**config.mk**
```make
export PLATFORM = sky130hd
export DESIGN_NAME = sliding_window_request_throttler_flat
export DESIGN_NICKNAME = d
export VERILOG_FILES = /design/src/sv/swrt_pkg.sv /design/src/sv/swrt_if.sv /design/src/sv/sliding_window_request_throttler.sv /design/src/sv/swrt_ram.sv /design/src/sv/swrt_ctrl.sv /design/src/sv/swrt_dp.sv /design/src/flat_wrapper.sv
export SDC_FILE = /design/constraint.sdc
export NUM_CORES = 2
export LEC_CHECK = 0
export ABC_AREA = 1
export BUFFER_PORTS_ARGS = -buffer_cell sky130_fd_sc_hd__clkbuf_2
export CORE_AREA = 2 2 416 418
export CTS_CLUSTER_DIAMETER = 150
export DETAILED_ROUTE_END_ITERATION = 12
export DIE_AREA = 0 0 418 420
export PLACE_DENSITY = 0.74
export SKIP_LAST_GASP = 1
export SYNTH_ARGS = -nofsm -noshare
export SYNTH_HDL_FRONTEND = slang
export SYNTH_SLANG_ARGS = --single-unit
```
**constraint.sdc**
```tcl
create_clock -name clk -period 6.18 [get_ports clk]
set_input_delay 1.236 -clock clk [delete_from_list [all_inputs] [get_ports clk]]
set_output_delay 1.236 -clock clk [all_outputs]
set_load 0.03 [all_outputs]
```
**src/sv/swrt_pkg.sv**
```systemverilog
`timescale 1ns / 1ps
// shared constants, codes and control structs of the request throttler
package swrt_pkg;

    localparam int TIME_W     = 48;
    localparam int CNT_W      = 6;
    localparam int PERIOD_W   = 20;
    localparam int THR_W      = 17;
    localparam int QLIM_W     = 6;
    localparam int WB_W       = 6;
    localparam int WLIM_W     = 5;
    localparam int RND_W      = 16;
    localparam int KIND_W     = 2;
    localparam int CFG_IDX_W  = 3;
    localparam int CFG_DATA_W = 20;

    localparam int QUEUE_DEPTH_DEF  = 32;
    localparam int WINDOW_DEPTH_DEF = 16;
    localparam int TAG_BITS_DEF     = 16;

    localparam logic OP_REQUEST = 1'b0;
    localparam logic OP_TIMER   = 1'b1;

    localparam logic [KIND_W-1:0] KIND_VERDICT = 2'd0;
    localparam logic [KIND_W-1:0] KIND_RELEASE = 2'd1;
    localparam logic [KIND_W-1:0] KIND_TIMER   = 2'd2;

    localparam logic [CFG_IDX_W-1:0] CFG_ENABLE  = 3'd0;
    localparam logic [CFG_IDX_W-1:0] CFG_PERIOD  = 3'd1;
    localparam logic [CFG_IDX_W-1:0] CFG_LEAK    = 3'd2;
    localparam logic [CFG_IDX_W-1:0] CFG_QLIMIT  = 3'd3;
    localparam logic [CFG_IDX_W-1:0] CFG_IDLE    = 3'd4;
    localparam logic [CFG_IDX_W-1:0] CFG_WBATCH  = 3'd5;
    localparam logic [CFG_IDX_W-1:0] CFG_WLIMIT  = 3'd6;

    typedef logic [2:0] emit_sel_t;
    localparam emit_sel_t EMIT_PASS    = 3'd0;
    localparam emit_sel_t EMIT_VERDICT = 3'd1;
    localparam emit_sel_t EMIT_EVICT   = 3'd2;
    localparam emit_sel_t EMIT_RELEASE = 3'd3;
    localparam emit_sel_t EMIT_IDLE    = 3'd4;
    localparam emit_sel_t EMIT_EXPIRY  = 3'd5;

    typedef struct packed {
        logic      latch_in;
        logic      q_rd;
        logic      q_push;
        logic      q_pop;
        logic      w_rd;
        logic      w_push;
        logic      w_pop;
        logic      n_clear;
        logic      n_one;
        logic      acc_init;
        logic      acc_step;
        logic      latch_t0;
        logic      exp_mul;
        logic      emit;
        emit_sel_t emit_sel;
        logic      last;
    } cmd_t;

    typedef struct packed {
        logic op;
        logic enable;
        logic q_full;
        logic leak;
        logic q_empty;
        logic w_short;
        logic w_full;
        logic w_over;
        logic rel_ok;
        logic n_zero;
        logic out_free;
    } status_t;

endpackage

```
**src/sv/swrt_if.sv**
```systemverilog
`timescale 1ns / 1ps
// request and result channel interfaces
interface swrt_req_if #(
    parameter int TAG_W = swrt_pkg::TAG_BITS_DEF
);
    logic                         valid;
    logic                         ready;
    logic                         operation;
    logic [TAG_W-1:0]             request_tag;
    logic [swrt_pkg::TIME_W-1:0]  now_us;
    logic [swrt_pkg::RND_W-1:0]   random_value;

    modport source (output valid, operation, request_tag, now_us, random_value,
                    input ready);
    modport sink   (input valid, operation, request_tag, now_us, random_value,
                    output ready);
endinterface

interface swrt_res_if #(
    parameter int TAG_W = swrt_pkg::TAG_BITS_DEF
);
    logic                         valid;
    logic                         ready;
    logic [swrt_pkg::KIND_W-1:0]  kind;
    logic [TAG_W-1:0]             tag;
    logic                         dropped;
    logic                         evicted;
    logic [TAG_W-1:0]             evicted_tag;
    logic [swrt_pkg::TIME_W-1:0]  next_expire_us;
    logic                         last;

    modport source (output valid, kind, tag, dropped, evicted, evicted_tag,
                    next_expire_us, last, input ready);
    modport sink   (input valid, kind, tag, dropped, evicted, evicted_tag,
                    next_expire_us, last, output ready);
endinterface

```
**src/sv/sliding_window_request_throttler.sv**
```systemverilog
`timescale 1ns / 1ps
// top level of the sliding window request throttler
//
// req carries one request or timer event, res returns results with valid/ready;
// an event is taken when req.valid and req.ready are both high.
// a request gives one result: a verdict, or an immediate release when disabled.
// a timer event releases queued requests while the window allows and ends
// with one result carrying the next timer time; last marks the final result.
// configuration is written through cfg_we, cfg_index and cfg_data while idle;
// the user is bound to this, the block itself does not enforce it.
// a verdict, a pass-through release or an empty-queue timer result goes into
// the output register from the dispatch state; an eviction or a short-window
// release first reads the queue ram; a long-window timer event reads the oldest
// window entry, releases queued requests one by one while allowed, records any
// release in the window, dropping old entries, and computes the next timer time.
// req.ready is high only while the sequencer is idle, so the next event is
// taken in the cycle after the final result is loaded; a stall on res holds
// the sequencer in place. reset empties the queue and the window, restores
// the configuration defaults and clears the result valid flag.
module sliding_window_request_throttler #(
    parameter int QUEUE_DEPTH  = swrt_pkg::QUEUE_DEPTH_DEF,
    parameter int WINDOW_DEPTH = swrt_pkg::WINDOW_DEPTH_DEF,
    parameter int TAG_BITS     = swrt_pkg::TAG_BITS_DEF
) (
    input  logic                            clk,
    input  logic                            rst_n,
    input  logic                            cfg_we,
    input  logic [swrt_pkg::CFG_IDX_W-1:0]  cfg_index,
    input  logic [swrt_pkg::CFG_DATA_W-1:0] cfg_data,
    swrt_req_if.sink                        req,
    swrt_res_if.source                      res
);

    swrt_pkg::cmd_t    cmd;
    swrt_pkg::status_t sts;
    logic              in_ready;

    assign req.ready = in_ready;

    swrt_ctrl u_ctrl (
        .clk      (clk),
        .rst_n    (rst_n),
        .in_valid (req.valid),
        .in_ready (in_ready),
        .sts      (sts),
        .cmd      (cmd)
    );

    swrt_dp #(
        .QUEUE_DEPTH  (QUEUE_DEPTH),
        .WINDOW_DEPTH (WINDOW_DEPTH),
        .TAG_W        (TAG_BITS)
    ) u_dp (
        .clk                (clk),
        .rst_n              (rst_n),
        .cfg_we             (cfg_we),
        .cfg_index          (cfg_index),
        .cfg_data           (cfg_data),
        .in_operation       (req.operation),
        .in_request_tag     (req.request_tag),
        .in_now_us          (req.now_us),
        .in_random_value    (req.random_value),
        .cmd                (cmd),
        .sts                (sts),
        .out_ready          (res.ready),
        .out_valid          (res.valid),
        .out_kind           (res.kind),
        .out_tag            (res.tag),
        .out_dropped        (res.dropped),
        .out_evicted        (res.evicted),
        .out_evicted_tag    (res.evicted_tag),
        .out_next_expire_us (res.next_expire_us),
        .out_last           (res.last)
    );

endmodule

```
**src/sv/swrt_ram.sv**
```systemverilog
`timescale 1ns / 1ps
// generic single write, single read ram with registered read data
module swrt_ram #(
    parameter int WIDTH = 16,
    parameter int DEPTH = 32
) (
    input  logic                     clk,
    input  logic                     we,
    input  logic [$clog2(DEPTH)-1:0] waddr,
    input  logic [WIDTH-1:0]         wdata,
    input  logic                     re,
    input  logic [$clog2(DEPTH)-1:0] raddr,
    output logic [WIDTH-1:0]         rdata
);

    logic [WIDTH-1:0] mem [DEPTH];

    always_ff @(posedge clk)
    begin
        if (we)
        begin
            mem[waddr] <= wdata;
        end
        if (re)
        begin
            rdata <= mem[raddr];
        end
    end

endmodule

```
**src/sv/swrt_ctrl.sv**
```systemverilog
`timescale 1ns / 1ps
// sequencing state machine of the request throttler
module swrt_ctrl (
    input  logic              clk,
    input  logic              rst_n,
    input  logic              in_valid,
    output logic              in_ready,
    input  swrt_pkg::status_t sts,
    output swrt_pkg::cmd_t    cmd
);

    localparam logic [3:0] S_IDLE    = 4'd0;
    localparam logic [3:0] S_DISP    = 4'd1;
    localparam logic [3:0] S_EVICT   = 4'd2;
    localparam logic [3:0] S_SREL    = 4'd3;
    localparam logic [3:0] S_STIMER  = 4'd4;
    localparam logic [3:0] S_LT0     = 4'd5;
    localparam logic [3:0] S_LCHK    = 4'd6;
    localparam logic [3:0] S_LREL    = 4'd7;
    localparam logic [3:0] S_LPUSH   = 4'd8;
    localparam logic [3:0] S_LPREPOP = 4'd9;
    localparam logic [3:0] S_LTRIM   = 4'd10;
    localparam logic [3:0] S_LTPOP   = 4'd11;
    localparam logic [3:0] S_LEXP0   = 4'd12;
    localparam logic [3:0] S_LEXP1   = 4'd13;

    logic [3:0] state_reg;
    logic [3:0] state_next;

    assign in_ready = (state_reg == S_IDLE);

    always_comb
    begin
        state_next = state_reg;
        cmd        = '0;
        case (state_reg)
            S_IDLE:
            begin
                if (in_valid)
                begin
                    cmd.latch_in = 1'b1;
                    state_next   = S_DISP;
                end
            end
            S_DISP:
            begin
                if (sts.op == swrt_pkg::OP_REQUEST)
                begin
                    if (!sts.enable)
                    begin
                        if (sts.out_free)
                        begin
                            cmd.emit     = 1'b1;
                            cmd.emit_sel = swrt_pkg::EMIT_PASS;
                            cmd.last     = 1'b1;
                            state_next   = S_IDLE;
                        end
                    end
                    else if (sts.q_full && sts.leak)
                    begin
                        cmd.q_rd   = 1'b1;
                        state_next = S_EVICT;
                    end
                    else if (sts.out_free)
                    begin
                        cmd.emit     = 1'b1;
                        cmd.emit_sel = swrt_pkg::EMIT_VERDICT;
                        cmd.last     = 1'b1;
                        cmd.q_push   = !sts.q_full;
                        state_next   = S_IDLE;
                    end
                end
                else if (sts.q_empty)
                begin
                    if (sts.out_free)
                    begin
                        cmd.emit     = 1'b1;
                        cmd.emit_sel = swrt_pkg::EMIT_IDLE;
                        cmd.last     = 1'b1;
                        state_next   = S_IDLE;
                    end
                end
                else if (sts.w_short)
                begin
                    cmd.q_rd   = 1'b1;
                    state_next = S_SREL;
                end
                else
                begin
                    cmd.w_rd     = 1'b1;
                    cmd.n_clear  = 1'b1;
                    cmd.acc_init = 1'b1;
                    state_next   = S_LT0;
                end
            end
            S_EVICT:
            begin
                if (sts.out_free)
                begin
                    cmd.emit     = 1'b1;
                    cmd.emit_sel = swrt_pkg::EMIT_EVICT;
                    cmd.last     = 1'b1;
                    cmd.q_pop    = 1'b1;
                    cmd.q_push   = 1'b1;
                    state_next   = S_IDLE;
                end
            end
            S_SREL:
            begin
                if (sts.out_free)
                begin
                    cmd.emit     = 1'b1;
                    cmd.emit_sel = swrt_pkg::EMIT_RELEASE;
                    cmd.q_pop    = 1'b1;
                    cmd.n_one    = 1'b1;
                    state_next   = S_STIMER;
                end
            end
            S_STIMER:
            begin
                if (sts.out_free)
                begin
                    cmd.emit     = 1'b1;
                    cmd.emit_sel = swrt_pkg::EMIT_IDLE;
                    cmd.last     = 1'b1;
                    cmd.w_push   = 1'b1;
                    state_next   = S_IDLE;
                end
            end
            S_LT0:
            begin
                cmd.latch_t0 = 1'b1;
                state_next   = S_LCHK;
            end
            S_LCHK:
            begin
                if (sts.rel_ok)
                begin
                    cmd.q_rd   = 1'b1;
                    state_next = S_LREL;
                end
                else if (sts.n_zero)
                begin
                    state_next = S_LEXP0;
                end
                else
                begin
                    state_next = S_LPUSH;
                end
            end
            S_LREL:
            begin
                if (sts.out_free)
                begin
                    cmd.emit     = 1'b1;
                    cmd.emit_sel = swrt_pkg::EMIT_RELEASE;
                    cmd.q_pop    = 1'b1;
                    cmd.acc_step = 1'b1;
                    state_next   = S_LCHK;
                end
            end
            S_LPUSH:
            begin
                if (sts.w_full)
                begin
                    cmd.w_rd   = 1'b1;
                    state_next = S_LPREPOP;
                end
                else
                begin
                    cmd.w_push = 1'b1;
                    state_next = S_LTRIM;
                end
            end
            S_LPREPOP:
            begin
                cmd.w_pop  = 1'b1;
                state_next = S_LPUSH;
            end
            S_LTRIM:
            begin
                if (sts.w_over)
                begin
                    cmd.w_rd   = 1'b1;
                    state_next = S_LTPOP;
                end
                else
                begin
                    state_next = S_LEXP0;
                end
            end
            S_LTPOP:
            begin
                cmd.w_pop  = 1'b1;
                state_next = S_LTRIM;
            end
            S_LEXP0:
            begin
                cmd.w_rd    = 1'b1;
                cmd.exp_mul = 1'b1;
                state_next  = S_LEXP1;
            end
            S_LEXP1:
            begin
                if (sts.out_free)
                begin
                    cmd.emit     = 1'b1;
                    cmd.emit_sel = swrt_pkg::EMIT_EXPIRY;
                    cmd.last     = 1'b1;
                    state_next   = S_IDLE;
                end
            end
            default:
            begin
                state_next = S_IDLE;
            end
        endcase
    end

    always_ff @(posedge clk or negedge rst_n)
    begin
        if (!rst_n)
        begin
            state_reg <= S_IDLE;
        end
        else
        begin
            state_reg <= state_next;
        end
    end

endmodule

```
**src/sv/swrt_dp.sv**
```systemverilog
`timescale 1ns / 1ps
// datapath: configuration, request queue, release window and result register
module swrt_dp #(
    parameter int QUEUE_DEPTH  = swrt_pkg::QUEUE_DEPTH_DEF,
    parameter int WINDOW_DEPTH = swrt_pkg::WINDOW_DEPTH_DEF,
    parameter int TAG_W        = swrt_pkg::TAG_BITS_DEF
) (
    input  logic                              clk,
    input  logic                              rst_n,
    input  logic                              cfg_we,
    input  logic [swrt_pkg::CFG_IDX_W-1:0]    cfg_index,
    input  logic [swrt_pkg::CFG_DATA_W-1:0]   cfg_data,
    input  logic                              in_operation,
    input  logic [TAG_W-1:0]                  in_request_tag,
    input  logic [swrt_pkg::TIME_W-1:0]       in_now_us,
    input  logic [swrt_pkg::RND_W-1:0]        in_random_value,
    input  swrt_pkg::cmd_t                    cmd,
    output swrt_pkg::status_t                 sts,
    input  logic                              out_ready,
    output logic                              out_valid,
    output logic [swrt_pkg::KIND_W-1:0]       out_kind,
    output logic [TAG_W-1:0]                  out_tag,
    output logic                              out_dropped,
    output logic                              out_evicted,
    output logic [TAG_W-1:0]                  out_evicted_tag,
    output logic [swrt_pkg::TIME_W-1:0]       out_next_expire_us,
    output logic                              out_last
);

    localparam int QA_W  = $clog2(QUEUE_DEPTH);
    localparam int QC_W  = $clog2(QUEUE_DEPTH + 1);
    localparam int WA_W  = $clog2(WINDOW_DEPTH);
    localparam int WS_W  = $clog2(WINDOW_DEPTH + 1);
    localparam int TOT_W = $clog2(WINDOW_DEPTH * 63 + 1);
    localparam int ACC_W = $clog2(WINDOW_DEPTH * 63 + QUEUE_DEPTH + 2) + swrt_pkg::PERIOD_W;
    localparam int EXP_W = $clog2(WINDOW_DEPTH + 64) + swrt_pkg::PERIOD_W;
    localparam int WR_W  = swrt_pkg::TIME_W + swrt_pkg::CNT_W;
    localparam int TW    = swrt_pkg::TIME_W;
    localparam int CW    = swrt_pkg::CNT_W;

    logic                            enable_reg;
    logic [swrt_pkg::PERIOD_W-1:0]   period_reg;
    logic [swrt_pkg::THR_W-1:0]      leak_reg;
    logic [swrt_pkg::QLIM_W-1:0]     qlimit_reg;
    logic [swrt_pkg::PERIOD_W-1:0]   idle_reg;
    logic [swrt_pkg::WB_W-1:0]       wbatch_reg;
    logic [swrt_pkg::WLIM_W-1:0]     wlimit_reg;

    logic                            op_reg;
    logic [TAG_W-1:0]                tag_reg;
    logic [TW-1:0]                   now_reg;
    logic [swrt_pkg::RND_W-1:0]      rnd_reg;

    logic [QA_W-1:0]  q_head_reg;
    logic [QA_W-1:0]  q_head_next;
    logic [QC_W-1:0]  q_count_reg;
    logic [QC_W-1:0]  q_count_next;
    logic [QA_W:0]    q_tail_sum;
    logic [QA_W-1:0]  q_tail;
    logic [TAG_W-1:0] q_rdata;

    logic [WA_W-1:0]  w_head_reg;
    logic [WS_W-1:0]  w_size_reg;
    logic [WA_W:0]    w_tail_sum;
    logic [WA_W-1:0]  w_tail;
    logic [WR_W-1:0]  w_rdata;
    logic [TW-1:0]    w_rd_time;
    logic [CW-1:0]    w_rd_cnt;
    logic [TOT_W-1:0] total_reg;
    logic [CW-1:0]    n_reg;

    logic [ACC_W-1:0] acc_reg;
    logic [TW-1:0]    elapsed_reg;
    logic             ge_reg;
    logic [EXP_W-1:0] exp_reg;

    logic [QC_W-1:0]  q_lim;
    logic [WS_W-1:0]  w_lim;

    assign w_rd_time = w_rdata[WR_W-1:CW];
    assign w_rd_cnt  = w_rdata[CW-1:0];

    // clamped limits
    always_comb
    begin
        if (qlimit_reg == '0)
        begin
            q_lim = QC_W'(1);
        end
        else if (32'(qlimit_reg) > QUEUE_DEPTH)
        begin
            q_lim = QC_W'(QUEUE_DEPTH);
        end
        else
        begin
            q_lim = QC_W'(qlimit_reg);
        end
        if (wlimit_reg == '0)
        begin
            w_lim = WS_W'(1);
        end
        else if (32'(wlimit_reg) > WINDOW_DEPTH)
        begin
            w_lim = WS_W'(WINDOW_DEPTH);
        end
        else
        begin
            w_lim = WS_W'(wlimit_reg);
        end
    end

    assign q_tail_sum = (QA_W + 1)'(q_head_reg) + (QA_W + 1)'(q_count_reg);
    assign q_tail = (32'(q_tail_sum) >= QUEUE_DEPTH)
                  ? QA_W'(q_tail_sum - (QA_W + 1)'(QUEUE_DEPTH)) : QA_W'(q_tail_sum);
    assign w_tail_sum = (WA_W + 1)'(w_head_reg) + (WA_W + 1)'(w_size_reg);
    assign w_tail = (32'(w_tail_sum) >= WINDOW_DEPTH)
                  ? WA_W'(w_tail_sum - (WA_W + 1)'(WINDOW_DEPTH)) : WA_W'(w_tail_sum);

    swrt_ram #(
        .WIDTH (TAG_W),
        .DEPTH (QUEUE_DEPTH)
    ) u_qram (
        .clk   (clk),
        .we    (cmd.q_push),
        .waddr (q_tail),
        .wdata (tag_reg),
        .re    (cmd.q_rd),
        .raddr (q_head_reg),
        .rdata (q_rdata)
    );

    swrt_ram #(
        .WIDTH (WR_W),
        .DEPTH (WINDOW_DEPTH)
    ) u_wram (
        .clk   (clk),
        .we    (cmd.w_push),
        .waddr (w_tail),
        .wdata ({now_reg, n_reg}),
        .re    (cmd.w_rd),
        .raddr (w_head_reg),
        .rdata (w_rdata)
    );

    // status
    assign sts.op       = op_reg;
    assign sts.enable   = enable_reg;
    assign sts.q_full   = (q_count_reg >= q_lim);
    assign sts.leak     = (swrt_pkg::THR_W'(rnd_reg) < leak_reg) && (q_count_reg != '0);
    assign sts.q_empty  = (q_count_reg == '0);
    assign sts.w_short  = (w_size_reg <= WS_W'(2));
    assign sts.w_full   = (w_size_reg == WS_W'(WINDOW_DEPTH));
    assign sts.w_over   = (w_size_reg > w_lim);
    assign sts.rel_ok   = ge_reg && (q_count_reg != '0) && (TW'(acc_reg) < elapsed_reg);
    assign sts.n_zero   = (n_reg == '0);
    assign sts.out_free = !out_valid || out_ready;

    // queue pointers
    always_comb
    begin
        q_head_next  = q_head_reg;
        q_count_next = q_count_reg;
        if (cmd.q_pop)
        begin
            q_head_next = (q_head_reg == QA_W'(QUEUE_DEPTH - 1)) ? '0 : q_head_reg + QA_W'(1);
        end
        case ({cmd.q_push, cmd.q_pop})
            2'b10:   q_count_next = q_count_reg + QC_W'(1);
            2'b01:   q_count_next = q_count_reg - QC_W'(1);
            default: q_count_next = q_count_reg;
        endcase
    end

    always_ff @(posedge clk or negedge rst_n)
    begin
        if (!rst_n)
        begin
            enable_reg  <= 1'b0;
            period_reg  <= swrt_pkg::PERIOD_W'(1000);
            leak_reg    <= '0;
            qlimit_reg  <= swrt_pkg::QLIM_W'(32);
            idle_reg    <= swrt_pkg::PERIOD_W'(1000);
            wbatch_reg  <= swrt_pkg::WB_W'(1);
            wlimit_reg  <= swrt_pkg::WLIM_W'(16);
            q_head_reg  <= '0;
            q_count_reg <= '0;
            w_head_reg  <= '0;
            w_size_reg  <= '0;
            total_reg   <= '0;
            out_valid   <= 1'b0;
        end
        else
        begin
            if (cfg_we)
            begin
                case (cfg_index)
                    swrt_pkg::CFG_ENABLE: enable_reg <= cfg_data[0];
                    swrt_pkg::CFG_PERIOD: period_reg <= cfg_data;
                    swrt_pkg::CFG_LEAK:   leak_reg   <= cfg_data[swrt_pkg::THR_W-1:0];
                    swrt_pkg::CFG_QLIMIT: qlimit_reg <= cfg_data[swrt_pkg::QLIM_W-1:0];
                    swrt_pkg::CFG_IDLE:   idle_reg   <= cfg_data;
                    swrt_pkg::CFG_WBATCH: wbatch_reg <= cfg_data[swrt_pkg::WB_W-1:0];
                    swrt_pkg::CFG_WLIMIT: wlimit_reg <= cfg_data[swrt_pkg::WLIM_W-1:0];
                    default: ;
                endcase
            end
            q_head_reg  <= q_head_next;
            q_count_reg <= q_count_next;
            if (cmd.w_push)
            begin
                w_size_reg <= w_size_reg + WS_W'(1);
                total_reg  <= total_reg + TOT_W'(n_reg);
            end
            else if (cmd.w_pop)
            begin
                w_head_reg <= (w_head_reg == WA_W'(WINDOW_DEPTH - 1)) ? '0
                            : w_head_reg + WA_W'(1);
                w_size_reg <= w_size_reg - WS_W'(1);
                total_reg  <= total_reg - TOT_W'(w_rd_cnt);
            end
            if (cmd.emit)
            begin
                out_valid <= 1'b1;
            end
            else if (out_ready)
            begin
                out_valid <= 1'b0;
            end
        end
    end

    // payload registers
    always_ff @(posedge clk)
    begin
        if (cmd.latch_in)
        begin
            op_reg  <= in_operation;
            tag_reg <= in_request_tag;
            now_reg <= in_now_us;
            rnd_reg <= in_random_value;
        end
        if (cmd.n_clear)
        begin
            n_reg <= '0;
        end
        else if (cmd.n_one)
        begin
            n_reg <= CW'(1);
        end
        else if (cmd.acc_step)
        begin
            n_reg <= n_reg + CW'(1);
        end
        if (cmd.acc_init)
        begin
            acc_reg <= (ACC_W'(total_reg) + ACC_W'(1)) * ACC_W'(period_reg);
        end
        else if (cmd.acc_step)
        begin
            acc_reg <= acc_reg + ACC_W'(period_reg);
        end
        if (cmd.latch_t0)
        begin
            elapsed_reg <= now_reg - w_rd_time;
            ge_reg      <= (now_reg >= w_rd_time);
        end
        if (cmd.exp_mul)
        begin
            exp_reg <= (EXP_W'(w_size_reg) + EXP_W'(wbatch_reg)) * EXP_W'(period_reg);
        end
        if (cmd.emit)
        begin
            out_kind           <= swrt_pkg::KIND_VERDICT;
            out_tag            <= '0;
            out_dropped        <= 1'b0;
            out_evicted        <= 1'b0;
            out_evicted_tag    <= '0;
            out_next_expire_us <= '0;
            out_last           <= cmd.last;
            case (cmd.emit_sel)
                swrt_pkg::EMIT_PASS:
                begin
                    out_kind <= swrt_pkg::KIND_RELEASE;
                    out_tag  <= tag_reg;
                end
                swrt_pkg::EMIT_VERDICT:
                begin
                    out_tag     <= tag_reg;
                    out_dropped <= sts.q_full;
                end
                swrt_pkg::EMIT_EVICT:
                begin
                    out_tag         <= tag_reg;
                    out_dropped     <= 1'b1;
                    out_evicted     <= 1'b1;
                    out_evicted_tag <= q_rdata;
                end
                swrt_pkg::EMIT_RELEASE:
                begin
                    out_kind <= swrt_pkg::KIND_RELEASE;
                    out_tag  <= q_rdata;
                end
                swrt_pkg::EMIT_IDLE:
                begin
                    out_kind           <= swrt_pkg::KIND_TIMER;
                    out_next_expire_us <= now_reg + TW'(idle_reg);
                end
                swrt_pkg::EMIT_EXPIRY:
                begin
                    out_kind           <= swrt_pkg::KIND_TIMER;
                    out_next_expire_us <= w_rd_time + TW'(exp_reg);
                end
                default: ;
            endcase
        end
    end

    a_qcount_range: assert property (@(posedge clk) disable iff (!rst_n)
        32'(q_count_reg) <= QUEUE_DEPTH)
        else $error("queue occupancy beyond depth");

    a_wsize_range: assert property (@(posedge clk) disable iff (!rst_n)
        32'(w_size_reg) <= WINDOW_DEPTH)
        else $error("window size beyond depth");

    a_qpop_nonempty: assert property (@(posedge clk) disable iff (!rst_n)
        cmd.q_pop |-> q_count_reg != '0)
        else $error("pop from empty queue");

    a_wpop_nonempty: assert property (@(posedge clk) disable iff (!rst_n)
        cmd.w_pop |-> w_size_reg != '0)
        else $error("pop from empty window");

    a_emit_holds: assert property (@(posedge clk) disable iff (!rst_n)
        (out_valid && !out_ready) |=> out_valid && $stable(out_tag) && $stable(out_kind))
        else $error("pending result overwritten");

endmodule

```
**src/flat_wrapper.sv**
```systemverilog
// flat-port wrapper written by rule: the top's interface ports become plain ports
module sliding_window_request_throttler_flat 
#(
    parameter int QUEUE_DEPTH  = swrt_pkg::QUEUE_DEPTH_DEF,
    parameter int WINDOW_DEPTH = swrt_pkg::WINDOW_DEPTH_DEF,
    parameter int TAG_BITS     = swrt_pkg::TAG_BITS_DEF
)
  (clk, rst_n, cfg_we, cfg_index, cfg_data, req_valid, req_operation, req_request_tag, req_now_us, req_random_value, req_ready, res_valid, res_kind, res_tag, res_dropped, res_evicted, res_evicted_tag, res_next_expire_us, res_last, res_ready);
  swrt_req_if req_i ();
  swrt_res_if res_i ();
  input  logic clk;
  input  logic rst_n;
  input  logic cfg_we;
  input  logic [swrt_pkg::CFG_IDX_W-1:0] cfg_index;
  input  logic [swrt_pkg::CFG_DATA_W-1:0] cfg_data;
  input wire logic [$bits(req_i.valid)-1:0] req_valid;
  input wire logic [$bits(req_i.operation)-1:0] req_operation;
  input wire logic [$bits(req_i.request_tag)-1:0] req_request_tag;
  input wire logic [$bits(req_i.now_us)-1:0] req_now_us;
  input wire logic [$bits(req_i.random_value)-1:0] req_random_value;
  output wire logic [$bits(req_i.ready)-1:0] req_ready;
  output wire logic [$bits(res_i.valid)-1:0] res_valid;
  output wire logic [$bits(res_i.kind)-1:0] res_kind;
  output wire logic [$bits(res_i.tag)-1:0] res_tag;
  output wire logic [$bits(res_i.dropped)-1:0] res_dropped;
  output wire logic [$bits(res_i.evicted)-1:0] res_evicted;
  output wire logic [$bits(res_i.evicted_tag)-1:0] res_evicted_tag;
  output wire logic [$bits(res_i.next_expire_us)-1:0] res_next_expire_us;
  output wire logic [$bits(res_i.last)-1:0] res_last;
  input wire logic [$bits(res_i.ready)-1:0] res_ready;
  assign req_i.valid = req_valid;
  assign req_i.operation = req_operation;
  assign req_i.request_tag = req_request_tag;
  assign req_i.now_us = req_now_us;
  assign req_i.random_value = req_random_value;
  assign req_ready = req_i.ready;
  assign res_valid = res_i.valid;
  assign res_kind = res_i.kind;
  assign res_tag = res_i.tag;
  assign res_dropped = res_i.dropped;
  assign res_evicted = res_i.evicted;
  assign res_evicted_tag = res_i.evicted_tag;
  assign res_next_expire_us = res_i.next_expire_us;
  assign res_last = res_i.last;
  assign res_i.ready = res_ready;
  sliding_window_request_throttler #(.QUEUE_DEPTH(QUEUE_DEPTH), .WINDOW_DEPTH(WINDOW_DEPTH), .TAG_BITS(TAG_BITS)) u_core (.clk(clk), .rst_n(rst_n), .cfg_we(cfg_we), .cfg_index(cfg_index), .cfg_data(cfg_data), .req(req_i), .res(res_i));
endmodule
```
### After elaboration in Yosys (flattened, before gate mapping)

Memories as Yosys holds them, arrays and structs flattened. A register that Yosys moved wholly into a read port is not among the register bits.
Cells that the tools add are included.

| cells by class | value |
|---|---|
| $add $sub $neg | 19 |
| multiply operators | 2 |
| order comparisons | 10 |
| eq/ne operators | 32 |
| multiplexer cells | 84 |
| bitwise gates (word level) | 1 |
| reduce and logical (&&, ||, !) cells | 36 |

Operator list:

| kind | number |
|---|---|
| 48-bit one-hot mux with 2 select lines | 1 |
| 5-bit two-way mux | 15 |
| 31-bit two-way mux | 2 |
| 48-bit by 20-bit adder with 48-bit output | 1 |
| 48-bit by 27-bit adder with 48-bit output | 1 |
| 48-bit >= comparator | 1 |
| 31-bit by 48-bit less-than comparator with 1-bit output | 1 |
| 4-bit two-way mux | 12 |
| 4-bit one-hot mux with 12 select lines | 1 |
| 48-bit subtractor | 1 |
| 1-bit two-way mux | 32 |
| 16-bit one-hot mux with 2 select lines | 1 |
| 31-bit by 20-bit adder with 31-bit output | 1 |
| 11-bit by 20-bit multiplier with 31-bit output | 1 |
| 4-bit equality test (second input constant) | 7 |
| 7-bit by 20-bit multiplier with 27-bit output | 1 |
| 10-bit two-way mux | 2 |
| 4-bit one-hot mux with 5 select lines | 1 |
| 6-bit zero test | 3 |
| 16-bit by 17-bit less-than comparator with 1-bit output | 1 |
| 4-bit by 3-bit equality test with 1-bit output (second input constant) | 4 |
| 2-bit AND reduction | 8 |
| 3-bit equality test (second input constant) | 5 |
| 6-bit by 1-bit adder with 6-bit output (second input constant) | 2 |
| 46 further kinds | 79 |

| storage, ports and cells | value |
|---|---|
| flip-flop bits (word level) | 389 |
| bits in writable memories | 1376 |
| logic and storage cells | 217 |
| memories | 2 |

Memory list:

| memory | words | width | read ports | clocked after memory_dff | wr ports | RTL line | source |
|---|---|---|---|---|---|---|---|
| u_core.u_dp.u_wram.mem | 16 | 54 | 1 | 1 | 1 | swrt_ram.sv:16 | `logic [WIDTH-1:0] mem [DEPTH];` |
| u_core.u_dp.u_qram.mem | 32 | 16 | 1 | 1 | 1 | swrt_ram.sv:16 |  |

### Logic depth before layout (Yosys ltp)

| depth | value |
|---|---|
| depth after elaboration | 12 |
| gate-level depth with buffers | 31 |

### Modules after synthesis

From an unflattened synthesis, not the netlist that was laid out.

| second synthesis, totals | value |
|---|---|
| cells, all modules | 10913 |
| area total of the unflattened synthesis | 100201.1 µm² |

Modules (own cells, without submodules):

| module | times used | cells each | area each (µm²) | seq. area each (µm²) |
|---|---|---|---|---|
| swrt_dp | 1 | 5433 | 39397.8 | 10989.3 |
| swrt_ram (u_core.u_dp.u_wram) | 1 | 3555 | 38633.3 | 27566.4 |
| swrt_ram (u_core.u_dp.u_qram) | 1 | 1794 | 21461.8 | 15855.2 |
| swrt_ctrl | 1 | 131 | 708.2 | 100.1 |

### Worst setup path after synthesis

No wires, ideal clock.

| timing | value |
|---|---|
| kind | flip-flop to flip-flop |
| start | register u_core.u_dp.total_reg[1] |
| end | register u_core.u_dp.acc_reg[23], data pin |
| setup time | 0.254 ns |
| arrival | 5.575 ns |
| required time | 5.926 ns |
| path slack | 0.351 ns |
| stages on the path, launching flop included | 27 |
| buffers on the path | 1 |
| clock period less this slack | 5.829 ns |
| cell sequence | dfrtp_1 -> ha_1 -> nand2_1 -> nor2_1 -> nand4_1 -> nor3_1 -> inv_1 -> nor2_2 -> inv_1 -> buf_4 -> nor2_1 -> fa_1 -> fa_1 -> fa_1 -> fa_1 -> inv_1 -> fa_1 -> inv_1 -> ha_1 -> a21oi_1 -> a21boi_0 -> nand2_1 -> nand2_1 -> nand3_1 -> or2_2 -> nand3_1 -> nand2_1 |

| between the ends | value |
|---|---|
| longest elaborated chain between the ends | 3 |

Ends and longest elaborated chain:

| item | RTL line | source |
|---|---|---|
| start, declared | swrt_dp.sv:69 | `logic [TOT_W-1:0] total_reg;` |
| start signal, assigned | swrt_dp.sv:212 | `total_reg <= total_reg + TOT_W'(n_reg);` |
| start signal, assigned | swrt_dp.sv:219 | `total_reg <= total_reg - TOT_W'(w_rd_cnt);` |
| 10-bit by 1-bit adder with 11-bit output | swrt_dp.sv:256 | `acc_reg <= (ACC_W'(total_reg) + ACC_W'(1)) * ACC_W'(period_reg);` |
| 11-bit by 20-bit multiplier with 31-bit output | swrt_dp.sv:256 |  |
| 31-bit two-way mux | swrt_dp.sv:254 | `if (cmd.acc_init)` |
| end signal, assigned | swrt_dp.sv:256 |  |
| end signal, assigned | swrt_dp.sv:260 | `acc_reg <= acc_reg + ACC_W'(period_reg);` |
| end, declared | swrt_dp.sv:72 | `logic [ACC_W-1:0] acc_reg;` |

Every way passes these cells.
A chain may end at the register's enable or synchronous reset.

### Worst setup path in the final report

| timing | value |
|---|---|
| start | register u_core.u_dp.total_reg[1] |
| end | register u_core.u_dp.acc_reg[22], data pin |

The elaborated chain is that of the path after synthesis.

==> metrics.yaml <==
status:
  status: "completed"
timing:
  max_freq_mhz: 164
  hold_ws_ns: 0.485
  setup_viol: 0
  skew_ns: 0.0545
  worst_pin_slew_ns: 1.34
  finalHoldViolCount: 0
  grt_setup_unrepaired: "yes"
  fin_crit_sh: 0.984
  fin_crit_ns: 6.08
  slew_headroom: 0.105
  drv_slew: 0
clock_network:
  cts_tree: "built"
  clkTransAtPathRegs_ns: 0.07
  clk_latency_ns: 0.86
  clk_path_buf_depth: 3
  cts_buffers: 182
  clock-sinks: 1835
  cts_root_buffer: "clkbuf_16"
  h-tree-depth: 4
worst_setup_path:
  crit_arrival_ns: 6.68
  reg2reg_depth: 31
  critPathMaxFanout: 5
  critPathMaxStageDelay_ns: 0.53
  cp.required_ns: 6.78
  cpMostUsedCell: "fa_1"
  path_class: "flop to flop"
  slowest_stage: "fa_1"
  crit_path_end_kind: "flop"
  startpoint_type: "flop"
yosys:
  ys_seq_area_frac: 0.583
  yosysTopAreaCell: "edfxtp_1"
  yosysTopAreaCellShare: 0.552
  yosysMostFrequentCell: "edfxtp_1"
  synth-warning-count: 0
  synth_edf_count: 1719
  synth_flop_cell: "edfxtp_1"
  syn-num-nets: 9435
  async_flop_share: 0.0599
  synth_common_cells: "edfxtp_1 (1719), nand2_1 (1327), nor2_1 (1327), inv_1 (824), o21ai_0 (816)"
  synthDistinctLibCells: 68
  synth_cells: 8745
  synth_area_leaders: "edfxtp_1 (55%), fa_1 (5.6%), nand2_1 (5.3%)"
  synth_area_per_cell_um2: 10.7
  netlist_area_um2: 93500
  ys_ff_latch: 1835
die:
  core_area_um2: 171000
  ios: 196
  fp.dieW_um: 418
  row_count: 152
  die_area_um2: 176000
  start_util: 0.547
  die_h_um: 420
drt:
  drtIter0Drc: 8277
  route.detailed.drc: 0
  via_per_inst: 6.07
  ant_nets: 0
  routed_wl_um: 280000
  wl_per_cell_um: 24.6
  vias: 69227
  dr.pass1.iters: 6
global_routing:
  grt_max_degree: 207
  grt_pass1_vias: 67683
  grt-ovfl-total: 0
  track_usage: 0.316
  grt_pass1_wl_um: 415000
  antenna_found_initial: 17
min_path:
  hold_class: "flop to flop"
  min_path_cells: 2
cells_and_area:
  largestRegisters: "u_core.u_dp.u_wram.mem: 864 flops, u_core.u_dp.u_qram.mem: 512 flops, u_core.u_dp.u_wram.rdata: 54 flops"
  largest-register: "u_core.u_dp.u_wram.mem"
  layout.nets: 9706
  largest_reg_flops: 864
  area_growth_pct: 11.8
  drive_gt1_frac: 0.103
  fill_cells: 13449
place:
  gp_congestion: 1.02
  dp_hpwl_um: 188000
  numPortBuffers: 195
power_and_ir_drop:
  ir_worst_vdd_uv: 1230
  p_leak_uw: 0.0401
  p_per_area_nw_per_um2: 626
  p_total_uw: 65400
run:
  cap_violations: 0
[area by class of cell]
class	count	area (µm²)	area share
sequential	1835	54500	0.522
multi-input combinational	5706	35000	0.335
clock buffer	234	4890	0.0468
inverter	850	3220	0.0308
timing repair buffer	440	3000	0.0287
tap	2233	2790	0.0267
clock inverter	102	1030	0.00988
antenna	7	17.5	0.000168
timing repair inverter	1	7.51	0.0000718
[metrics by stage]
step	setup WS, ns	area, µm²	instances	utilization	setup TNS (ns)
after detailed placement	-0.0789	97900	11052	0.573	-0.353
final	0.0973	105000	11408	0.611	0
after global routing	-0.246	105000	11407	0.611	-2.48
after CTS	-0.0336	104000	11388	0.607	-0.0781
after floorplan	0.351	93500	8745	-	0
after global placement	-0.0568	97900	11052	0.573	-0.102
[final timing paths]
kind / from / end / slack (ns)
max reg2reg: u_core.u_dp.total_reg[1] / u_core.u_dp.acc_reg[22] / 0.1
max: u_core.u_dp.total_reg[1] / u_core.u_dp.acc_reg[22] / 0.1
max in group asynchronous: rst_n / u_core.u_dp.total_reg[1] / 4.44
min in group asynchronous: rst_n / u_core.u_dp.out_valid / 0.52
min reg2reg: u_core.u_dp.leak_reg[9] / u_core.u_dp.leak_reg[9] / 0.48
min: u_core.u_dp.leak_reg[9] / u_core.u_dp.leak_reg[9] / 0.48
[where the power goes]
part / internal, µW / switching, µW / total, µW / leakage [µW]
clock network: 6210 / 4820 / 11000 / 0.00288
logic: 12800 / 23400 / 36100 / 0.0201
registers: 16500 / 1770 / 18200 / 0.0170
total: 35500 / 29900 / 65400 / 0.0401
[timing repair]
action,4_1_cts,5_1_grt
pin swaps,0,68
endpoints found under the setup margin,5,30
resized for setup,6,155
gates cloned,0,1
buffers inserted,0,12
hold buffers,0,0
[worst max-delay path: cells and delay by family, from the launching register on]
kind / cells / cell delay, ns
buffers and inverters: 10 / 1.13
DFF: 1 / 0.37
AOI/OAI and AO/OA: 2 / 0.15
adders and majority gates: 7 / 2.80
and+or+nand+nor: 12 / 1.39
[cells by family (layout without fill, tap and decap cells)]
| kind of cell | count (synthesis) | in the layout | share of synthesized area |
|---|---|---|---|
| multiplexers | 83 | 83 | 0.00890 |
| AND/OR/NAND/NOR | 3210 | 3210 | 0.140 |
| buffers and inverters | 1204 | 1627 | 0.0502 |
| AO/OA/AOI/OAI | 1680 | 1680 | 0.105 |
| XOR/XNOR | 152 | 152 | 0.0142 |
| other | 0 | 7 | 0 |
| flip-flops | 1835 | 1835 | 0.583 |
| adder cells (fa/ha/maj) | 581 | 581 | 0.0986 |
[cell usage in the layout, fill, tap and decap left out, types with 194 or more instances in the layout]
cell	count
nand3_1	325
o21ai_0	793
clkbuf_2	194
nor2_1	1278
a21oi_1	277
edfxtp_1	1719
nand2_1	1311
ha_1	306
inv_1	809
fa_1	258
buf_4	227
[metal layers]
metal | part of all wire | track usage | up-vias
met2 | 0.46 | 0.503 | 3637
met1 | 0.39 | 0.420 | 33935
met3 | 0.10 | 0.0655 | 626
met4 | 0.047 | 0.141 | 4
met5 | 0.000089 | 0 | -
li1 | - | - | 31025
No activity file was read; power rests on OpenSTA's default activity.
